## src/design/srt_pkg.sv

```systemverilog
package srt_pkg;

  localparam int unsigned THR_W   = 8;
  localparam int unsigned STEP_W  = 3;
  localparam int unsigned POLL_W  = 8;
  localparam int unsigned TEMP_W  = 29;

  localparam logic [THR_W-1:0]  START_THRESHOLD = 8'd64;
  localparam logic [STEP_W-1:0] FIRST_STEP      = 3'd4;
  localparam logic [POLL_W-1:0] POLL_RESET      = 8'd100;
  localparam logic [THR_W-1:0]  FINAL_ADJUST    = 8'd2;

  localparam logic [TEMP_W-1:0] UK_PER_DEGREE = 29'd1000000;
  localparam logic [TEMP_W-1:0] UK_AT_ZERO_C  = 29'd273150000;

  // func codes
  localparam logic FUNC_START  = 1'b0;
  localparam logic FUNC_SAMPLE = 1'b1;

  typedef enum logic [2:0] {
    ST_IDLE    = 3'd0,
    ST_PROGRAM = 3'd1,
    ST_WAIT    = 3'd2,
    ST_DONE    = 3'd3,
    ST_INVALID = 3'd4
  } status_t;

endpackage

```

## src/design/srt_channels.sv

```systemverilog
interface srt_in_if;
  logic       valid;
  logic       ready;
  logic       func;
  logic [7:0] sensor_index;
  logic       cmp_valid;
  logic       cmp_above;

  modport source (output valid, func, sensor_index, cmp_valid, cmp_above, input ready);
  modport sink   (input valid, func, sensor_index, cmp_valid, cmp_above, output ready);
endinterface

interface srt_out_if;
  logic        valid;
  logic        ready;
  logic [2:0]  status;
  logic [6:0]  threshold_out;
  logic [28:0] temp_microkelvin;

  modport source (output valid, status, threshold_out, temp_microkelvin, input ready);
  modport sink   (input valid, status, threshold_out, temp_microkelvin, output ready);
endinterface

interface srt_cfg_if;
  logic       valid;
  logic       ready;
  logic [7:0] poll_limit;

  modport source (output valid, poll_limit, input ready);
  modport sink   (input valid, poll_limit, output ready);
endinterface

```

## src/design/sar_thermal_sensor_readout.sv

```systemverilog
// Each accepted input beat's result is registered and offered as a result beat in the next cycle.
// Throughput: one item per cycle; the single output register is the only
// buffer, so input stalls only while a result waits and the sink is not ready.
// Reset (rst_n low, synchronous): no result pending, measurement idle,
// trial threshold 64, step 4, poll count 0, poll_limit 100.
module sar_thermal_sensor_readout (
  input  logic             clk,
  input  logic             rst_n,
  srt_in_if.sink           in_bus,
  srt_out_if.source        out_bus,
  srt_cfg_if.sink          cfg_bus
);

  // Measurement state
  logic                            busy_r, busy_nxt;
  logic [srt_pkg::THR_W-1:0]       trial_r, trial_nxt;
  logic [srt_pkg::STEP_W-1:0]      step_r, step_nxt;
  logic [srt_pkg::POLL_W-1:0]      poll_r, poll_nxt;
  logic [srt_pkg::POLL_W-1:0]      poll_limit_r;

  // Result register
  logic                            out_valid_r;
  srt_pkg::status_t                status_r, status_nxt;
  logic [6:0]                      thr_out_r, thr_out_nxt;
  logic [srt_pkg::TEMP_W-1:0]      temp_r, temp_nxt;

  logic                            in_accept;
  logic [srt_pkg::THR_W-1:0]       delta;
  logic [srt_pkg::THR_W-1:0]       adj_thr;
  logic [srt_pkg::THR_W-1:0]       fin_thr;
  logic                            keep_polling;

  // Accept whenever the result slot is free or is being drained this cycle.
  assign in_bus.ready = !out_valid_r || out_bus.ready;
  assign in_accept    = in_bus.valid && in_bus.ready;

  // Config must be written only while idle; the block does not enforce this and is always ready.
  assign cfg_bus.ready = 1'b1;

  // Step size 2<<step; successive approximation move on the comparator answer.
  assign delta   = srt_pkg::THR_W'(2) << step_r;
  assign adj_thr = in_bus.cmp_above ? (trial_r + delta) : (trial_r - delta);
  assign fin_thr = adj_thr + srt_pkg::FINAL_ADJUST;

  // No valid yet and the poll budget is not exhausted (9-bit compare, no wrap).
  assign keep_polling = !in_bus.cmp_valid &&
                        (({1'b0, poll_r} + 9'd1) < {1'b0, poll_limit_r});

  always_comb begin
    busy_nxt    = busy_r;
    trial_nxt   = trial_r;
    step_nxt    = step_r;
    poll_nxt    = poll_r;
    status_nxt  = srt_pkg::ST_IDLE;
    thr_out_nxt = '0;
    temp_nxt    = '0;

    if (in_accept) begin
      if (in_bus.func == srt_pkg::FUNC_START) begin
        if (in_bus.sensor_index != 8'd0) begin
          // Unknown sensor: drop any running measurement.
          busy_nxt   = 1'b0;
          status_nxt = srt_pkg::ST_INVALID;
        end else begin
          // (Re)start from the midpoint.
          busy_nxt    = 1'b1;
          trial_nxt   = srt_pkg::START_THRESHOLD;
          step_nxt    = srt_pkg::FIRST_STEP;
          poll_nxt    = '0;
          status_nxt  = srt_pkg::ST_PROGRAM;
          thr_out_nxt = srt_pkg::START_THRESHOLD[6:0];
        end
      end else if (!busy_r) begin
        status_nxt = srt_pkg::ST_IDLE;
      end else if (keep_polling) begin
        poll_nxt   = poll_r + 8'd1;
        status_nxt = srt_pkg::ST_WAIT;
      end else begin
        poll_nxt = '0;
        if (step_r == '0) begin
          // Last step: bias by 2 and convert to microkelvin.
          trial_nxt  = fin_thr;
          busy_nxt   = 1'b0;
          step_nxt   = srt_pkg::FIRST_STEP;
          status_nxt = srt_pkg::ST_DONE;
          temp_nxt   = srt_pkg::TEMP_W'(fin_thr) * srt_pkg::UK_PER_DEGREE
                       + srt_pkg::UK_AT_ZERO_C;
        end else begin
          trial_nxt   = adj_thr;
          step_nxt    = step_r - 3'd1;
          status_nxt  = srt_pkg::ST_PROGRAM;
          thr_out_nxt = adj_thr[6:0];
        end
      end
    end
  end

  // Control state
  always_ff @(posedge clk) begin
    if (!rst_n) begin
      busy_r       <= 1'b0;
      trial_r      <= srt_pkg::START_THRESHOLD;
      step_r       <= srt_pkg::FIRST_STEP;
      poll_r       <= '0;
      poll_limit_r <= srt_pkg::POLL_RESET;
      out_valid_r  <= 1'b0;
    end else begin
      busy_r  <= busy_nxt;
      trial_r <= trial_nxt;
      step_r  <= step_nxt;
      poll_r  <= poll_nxt;
      if (cfg_bus.valid && cfg_bus.ready) begin
        poll_limit_r <= cfg_bus.poll_limit;
      end
      if (in_accept) begin
        out_valid_r <= 1'b1;
      end else if (out_bus.ready) begin
        out_valid_r <= 1'b0;
      end
    end
  end

  // Result payload, loaded with each accepted beat
  always_ff @(posedge clk) begin
    if (in_accept) begin
      status_r  <= status_nxt;
      thr_out_r <= thr_out_nxt;
      temp_r    <= temp_nxt;
    end
  end

  assign out_bus.valid            = out_valid_r;
  assign out_bus.status           = status_r;
  assign out_bus.threshold_out    = thr_out_r;
  assign out_bus.temp_microkelvin = temp_r;

endmodule
```

## src/flat_wrapper.sv

```systemverilog
// flat-port wrapper written by rule: the top's interface ports become plain ports
module sar_thermal_sensor_readout_flat 
  (clk, rst_n, in_bus_valid, in_bus_func, in_bus_sensor_index, in_bus_cmp_valid, in_bus_cmp_above, in_bus_ready, out_bus_valid, out_bus_status, out_bus_threshold_out, out_bus_temp_microkelvin, out_bus_ready, cfg_bus_valid, cfg_bus_poll_limit, cfg_bus_ready);
  srt_in_if in_bus_i ();
  srt_out_if out_bus_i ();
  srt_cfg_if cfg_bus_i ();
  input  logic clk;
  input  logic rst_n;
  input wire logic [$bits(in_bus_i.valid)-1:0] in_bus_valid;
  input wire logic [$bits(in_bus_i.func)-1:0] in_bus_func;
  input wire logic [$bits(in_bus_i.sensor_index)-1:0] in_bus_sensor_index;
  input wire logic [$bits(in_bus_i.cmp_valid)-1:0] in_bus_cmp_valid;
  input wire logic [$bits(in_bus_i.cmp_above)-1:0] in_bus_cmp_above;
  output wire logic [$bits(in_bus_i.ready)-1:0] in_bus_ready;
  output wire logic [$bits(out_bus_i.valid)-1:0] out_bus_valid;
  output wire logic [$bits(out_bus_i.status)-1:0] out_bus_status;
  output wire logic [$bits(out_bus_i.threshold_out)-1:0] out_bus_threshold_out;
  output wire logic [$bits(out_bus_i.temp_microkelvin)-1:0] out_bus_temp_microkelvin;
  input wire logic [$bits(out_bus_i.ready)-1:0] out_bus_ready;
  input wire logic [$bits(cfg_bus_i.valid)-1:0] cfg_bus_valid;
  input wire logic [$bits(cfg_bus_i.poll_limit)-1:0] cfg_bus_poll_limit;
  output wire logic [$bits(cfg_bus_i.ready)-1:0] cfg_bus_ready;
  assign in_bus_i.valid = in_bus_valid;
  assign in_bus_i.func = in_bus_func;
  assign in_bus_i.sensor_index = in_bus_sensor_index;
  assign in_bus_i.cmp_valid = in_bus_cmp_valid;
  assign in_bus_i.cmp_above = in_bus_cmp_above;
  assign in_bus_ready = in_bus_i.ready;
  assign out_bus_valid = out_bus_i.valid;
  assign out_bus_status = out_bus_i.status;
  assign out_bus_threshold_out = out_bus_i.threshold_out;
  assign out_bus_temp_microkelvin = out_bus_i.temp_microkelvin;
  assign out_bus_i.ready = out_bus_ready;
  assign cfg_bus_i.valid = cfg_bus_valid;
  assign cfg_bus_i.poll_limit = cfg_bus_poll_limit;
  assign cfg_bus_ready = cfg_bus_i.ready;
  sar_thermal_sensor_readout u_core (.clk(clk), .rst_n(rst_n), .in_bus(in_bus_i), .out_bus(out_bus_i), .cfg_bus(cfg_bus_i));
endmodule
```

## config.mk

```make
export PLATFORM = sky130hd
export DESIGN_NAME = sar_thermal_sensor_readout_flat
export DESIGN_NICKNAME = d
export VERILOG_FILES = /design/src/design/srt_pkg.sv /design/src/design/srt_channels.sv /design/src/design/sar_thermal_sensor_readout.sv /design/src/flat_wrapper.sv
export SDC_FILE = /design/constraint.sdc
export NUM_CORES = 1
export LEC_CHECK = 0
export BUFFER_PORTS_ARGS = -buffer_cell sky130_fd_sc_hd__buf_2
export CAP_MARGIN = 20
export CELL_PAD_IN_SITES_DETAIL_PLACEMENT = 0
export CELL_PAD_IN_SITES_GLOBAL_PLACEMENT = 2
export CORE_ASPECT_RATIO = 0.9
export CORE_MARGIN = 8
export CORE_UTILIZATION = 25
export CTS_CLUSTER_SIZE = 40
export DETAILED_ROUTE_END_ITERATION = 10
export GPL_TIMING_DRIVEN = 0
export PLACE_DENSITY = 0.57
export SETUP_SLACK_MARGIN = 0.05
export SKIP_CTS_REPAIR_TIMING = 1
export SYNTH_ARGS = -nofsm -noshare
export SYNTH_HDL_FRONTEND = slang
export SYNTH_SLANG_ARGS = --single-unit
```

## constraint.sdc

```tcl
create_clock -name clk -period 20 [get_ports clk]
set_clock_uncertainty 0.05 [all_clocks]
set_input_delay 1 -clock clk [delete_from_list [all_inputs] [get_ports clk]]
set_output_delay 1 -clock clk [all_outputs]
set_load 0.02 [all_outputs]
```

* Word level (Yosys, flattened, before mapping)
Cells that the tools add are included.
** Word-level totals
- Register bits :: 68
- Output and inout bits :: 42
- Logic and storage cells :: 68
- Input bits :: 24
** Operators by class
- Reduce and logical (&&, ||, !) cells :: 11
- Eq/ne operators :: 3
- Shift operators :: 1
- Bitwise logic cells :: 3
- Multiply operators :: 1
- Add/subtract/negate cells :: 7
- Order comparisons :: 1
- Multiplexer cells :: 32
** Operators with widths (count)
- 8-bit two-way mux :: 10
- 7-bit two-way mux :: 5
- 28-bit by 29-bit adder with 29-bit output, second input constant :: 1
- 3-bit two-way mux :: 9
- 8-bit by 14-bit multiplier with 22-bit output, second input constant :: 1
- 8-bit by 1-bit adder with 9-bit output, second input constant :: 1
- 9-bit by 8-bit < comparator with 1-bit output :: 1
- 8-bit by 1-bit adder with 8-bit output, second input constant :: 1
- 8-bit by 2-bit adder with 8-bit output, second input constant :: 1
- 8-bit adder :: 1
- 8-bit nonzero test :: 1
- 2-bit by 3-bit left shift with 8-bit output, first input constant :: 1
- 8-bit subtractor :: 1
- 1-bit two-way mux :: 7
- 2-bit inequality test, second input constant :: 2
- 4-bit AND reduction :: 1
- 4-bit OR reduction :: 1
- 3-bit logical NOT :: 1
- 1-bit NOT :: 3
- 3-bit AND reduction :: 1
- 3-bit by 1-bit subtractor with 3-bit output, second input constant :: 1
- 1-bit logical AND :: 2
- 1-bit logical NOT :: 2
- 2-bit two-way mux :: 1
- other kinds (3) :: 3

* Logic depth before layout (Yosys ltp)
- Depth after elaboration :: 8
- Gate-level depth with buffers :: 30

* Worst setup path before layout
No wires, ideal clock.
- Kind :: reg2reg
- Start :: register u_core.step_r[0] (netlist name)
- End :: register u_core.temp_r (netlist bit u_core.out_bus.temp_microkelvin[26]), data pin
- Setup time :: 0.146 ns
- Cell stages (with the launch flop) :: 28
- Path buffers :: 2
- Arrival time :: 7.591 ns
- Required time :: 19.804 ns
- Clock period less this slack :: 7.787 ns
- Setup slack :: 12.213 ns
- Cells stage by stage :: dfxtp_1 clkbuf_1 nor3_1 inv_1 clkbuf_1 ha_1 inv_1 mux2i_1 ha_1 or4b_2 o2111ai_1 nor3_1 or4_1 xor2_1 inv_1 fa_1 inv_1 fa_1 fa_1 inv_1 ha_1 ha_1 and3_1 a221oi_2 xnor2_1 o311ai_0 or3_1 a21oi_1
** On the way
- Word-level cells in the longest chain between the ends :: 6
- Elaborated cells between the ends (all ways) :: 10
** RTL lines
- start: declaration :: line sar_thermal_sensor_readout.sv:17 : logic [srt_pkg::STEP_W-1:0] step_r, step_nxt;
- start signal: assignment :: line sar_thermal_sensor_readout.sv:103 : step_r <= srt_pkg::FIRST_STEP;
- start signal: assignment :: line sar_thermal_sensor_readout.sv:110 : step_r <= step_nxt;
- 2-bit by 3-bit left shift with 8-bit output :: line sar_thermal_sensor_readout.sv:41 : assign delta = srt_pkg::THR_W'(2) << step_r;
- 8-bit subtractor / 8-bit adder (equally long branches) :: line sar_thermal_sensor_readout.sv:42 : assign adj_thr = in_bus.cmp_above ? (trial_r + delta) : (trial_r - delta);
- 8-bit two-way mux :: line sar_thermal_sensor_readout.sv:42
- 8-bit by 2-bit adder with 8-bit output :: line sar_thermal_sensor_readout.sv:43 : assign fin_thr = adj_thr + srt_pkg::FINAL_ADJUST;
- 8-bit by 14-bit multiplier with 22-bit output :: line sar_thermal_sensor_readout.sv:86 : temp_nxt = srt_pkg::TEMP_W'(fin_thr) * srt_pkg::UK_PER_DEGREE
- 28-bit by 29-bit adder with 29-bit output :: line sar_thermal_sensor_readout.sv:87 : + srt_pkg::UK_AT_ZERO_C;
- end signal: assignment :: line sar_thermal_sensor_readout.sv:128 : temp_r <= temp_nxt;
- end: declaration :: line sar_thermal_sensor_readout.sv:25 : logic [srt_pkg::TEMP_W-1:0] temp_r, temp_nxt;
Parallel ways exist; a longest one is shown, timed or not.
A chain may end at the register's enable or synchronous reset.

* Worst setup path after layout
Ends and elaborated chain as after synthesis.

==> metrics <==
Hold WS 0.4344 ns; worst-path maximum fanout 10; clock latency on the worst-skew pair 0.34 ns; 1st-pass router iterations 4; via count 4315; fraction of layout cells with a size suffix above 1 0.1565; CP delay by family, top adder cells; HP Start u_core.trial_r[7]; Initial Utilization 0.2519; Hold Path Sink u_core.trial_r[7]; Worst R2R Start u_core.step_r[0]; critical path class reg2reg; NetSw 0.0001298 W; Post-DRT Antenna Nets 0; RSZ-0062 raised after global routing false; setup TNS 0 ns; Vias/cell 4.481; Placer Congestion 0.7738; Mean Syn Cell Area 9.155 um2; final setup fails 0; Reg2Reg Depth 27; Slew Viols, Final 0; warnings from Yosys 0; CTS Sinks 60; P_leak 2.841 nW; slew margin rel. 0.3881; Synth Instances 590; Worst Hold Depth 2; WP buf/inv 7; clock network power share 0.392; vias in the first global route 4282; first-pass GRT wire length 22760 um; fin crit period 9.101 ns; Final Hold Fails 0; Post-layout nets 776; initial antenna violation count 0; Crit. End Element flip-flop; CP required 20.14 ns; r2r endpoint u_core.out_bus.temp_microkelvin[26]; # IOs 66; GRT Total Usage 0.1087; period utilisation layout 0.4551; final wirelength 14120 um; remaining global-route overflow 0; TritonCTS Buffers 9; row cnt 51; sequential power share 0.336; Root Buffer clkbuf_16; H-tree Lvls 3; die area 26570 um2; HPWL Detailed 11200 um; Longest Clk Path Bufs 2; Initial DRC Count 142; Fillers 2303; clock slew seen by the registers of the worst setup and hold paths 0.06 ns; Worst Tran Pin Value 0.9147 ns; sw frac 0.3239; power density cells 62.61 nW/um2; FFs w/ async S/R, synth 0; placed insts 946; r2r setup slk 10.90 ns; Post-synth EDFFs 32; Final Non-Filler Cells 963; CP max-delay cell xor2_1; number of remaining DRC errors 0; # Max-Cap Violations 0; chip width 170.9 um; Seq cells post-synth 60; upper clock frequency limit 109.9 MHz; peak per-stage delay on the critical path 0.74 ns; largest net degree at the start of global routing 25; min-delay worst type reg2reg; Top FF cell, synth edfxtp_1; sequential-to-total area share from yosys stat 0.2817; Die Y 155.4 um; Syn Std Cell Area 5401 um2; CTS tree built; internal power of the cells 0.0002709 W; CP arrival 9.24 ns; synth unique cells 75; status finished, final reports clean; DR WL/cell 14.66 um; I/O Buffers 55; Startpoint Class flip-flop; core area 21440 um2; Max rail drop VDD 0.03561 mV; Syn-to-layout area delta 18.49%; combinational power share 0.271; CP most frequent cell inv_1
[final cells by class]
cell class | instances | area (um2) | share of cell area
clock buffer | 10 | 250.2 | 0.03910
antenna | 1 | 2.502 | 0.0003910
multi-input combinational | 450 | 3541 | 0.5533
buffer | 29 | 147.6 | 0.02307
tap | 291 | 364.1 | 0.05689
inverter | 60 | 225.2 | 0.03519
sequential | 60 | 1521 | 0.2377
timing repair buffer | 56 | 302.8 | 0.04731
clock inverter | 6 | 45.04 | 0.007038
[state kept, by name, summed over array words and instances, names as in the netlist, 3 cells and up]
register	flops
u_core.out_bus.threshold_out	6
u_core.trial_r	7
u_core.poll_r	8
u_core.out_bus.status	3
u_core.poll_limit_r	8
u_core.out_bus.temp_microkelvin	23
u_core.step_r	3
[power groups by stage]
stage | Combinational [W] | Sequential (W) | Clock (W)
finish | 0.000109 | 0.000135 | 0.000157
CTS | 0.000110 | 0.000135 | 0.000162
floorplan | 0.0000800 | 0.000141 | 0
detailed placement | 0.000109 | 0.000138 | 0
global placement | 0.000107 | 0.000138 | 0
global route | 0.000124 | 0.000135 | 0.000167
[tightest hold or removal path: cells and delay by family, from the launching register on]
kind / cells / cell delay, ns
and+or+nand+nor: 1 / 0.06
DFF: 1 / 0.32
AOI/OAI and AO/OA: 1 / 0.05
[layout by cell type (no fill, tap or decap), types with 5 or more instances in the layout]
cell type   n
xnor2_1    25
o211ai_1   11
nor3_1      9
xor2_1     14
a21oi_1    26
buf_4       8
edfxtp_1   32
buf_2      56
a21o_1      6
nor2b_1    10
conb_1     11
a22oi_1     5
and2_1     11
nand3_1    17
a21boi_0   11
fa_1       16
nor2_1     39
and3_1      7
clkbuf_16  10
o21a_1      8
ha_1       70
o21ai_0    16
mux2i_1     7
dfxtp_1    28
clkbuf_1   19
nand2_1    43
inv_1      60
or3_1       9
[Yosys cell counts (5+ instances only)]
cell type,number,area share
ha_1,70,0.16
inv_1,60,0.042
nand2_1,43,0.030
nor2_1,39,0.027
edfxtp_1,32,0.18
dfxtp_1,28,0.10
a21oi_1,26,0.024
xnor2_1,25,0.041
clkbuf_1,19,0.013
nand3_1,17,0.016
fa_1,16,0.059
o21ai_0,16,0.015
xor2_1,14,0.023
a21boi_0,11,0.015
and2_1,11,0.013
o211ai_1,11,0.015
nor2b_1,10,0.012
nor3_1,9,0.0083
or3_1,9,0.010
buf_4,8,0.011
o21a_1,8,0.011
and3_1,7,0.0081
mux2i_1,7,0.013
a21o_1,6,0.0083
a22oi_1,5,0.0070
[logic make-up (layout without fill, tap and decap cells)]
kind of cell | after synthesis | in the layout | share of synthesized area
buffers and inverters | 89 | 161 | 0.06903
AO/OA/AOI/OAI | 120 | 120 | 0.1594
flip-flops | 60 | 60 | 0.2817
multiplexers | 7 | 7 | 0.01297
adder cells (fa/ha/maj) | 86 | 86 | 0.2215
other | 2 | 12 | 0.001390
AND/OR/NAND/NOR | 186 | 186 | 0.1879
XOR/XNOR | 40 | 40 | 0.06625
[metrics by stage]
stage	utilization	power (W)	setup WS [ns]	area, um2
2_1_floorplan	-	0.0002214	12.21	5435
3_3_place_gp	0.2833	0.0002446	10.80	6075
3_5_place_dp	0.2846	0.0002463	10.80	6102
4_1_cts	0.2984	0.0004074	10.77	6397
5_1_grt	0.2984	0.0004265	10.23	6397
6_report	0.2985	0.0004007	10.90	6400
[worst max-delay path by stage]
stage,startpoint,endpoint,cells past startpoint
after floorplan,u_core.step_r[0],u_core.out_bus.temp_microkelvin[26],27
after detailed placement,u_core.step_r[0],u_core.out_bus.temp_microkelvin[26],27
final,u_core.step_r[0],u_core.out_bus.temp_microkelvin[26],27
after global routing,u_core.step_r[0],u_core.out_bus.temp_microkelvin[26],27
after CTS,u_core.step_r[0],u_core.out_bus.temp_microkelvin[26],30
after global placement,u_core.step_r[0],u_core.out_bus.temp_microkelvin[26],30
[metal layers]
layer	wire [um]	up-vias	part of all wire	global-route usage
met2	5936	58	0.42	0.1592
met1	7380	2017	0.52	0.1547
met4	206	0	0.015	0.03351
li1	-	2226	-	-
met3	591	14	0.042	0.02482
met5	0	-	0	0
Note: power is estimated with default switching activity, not from simulation.
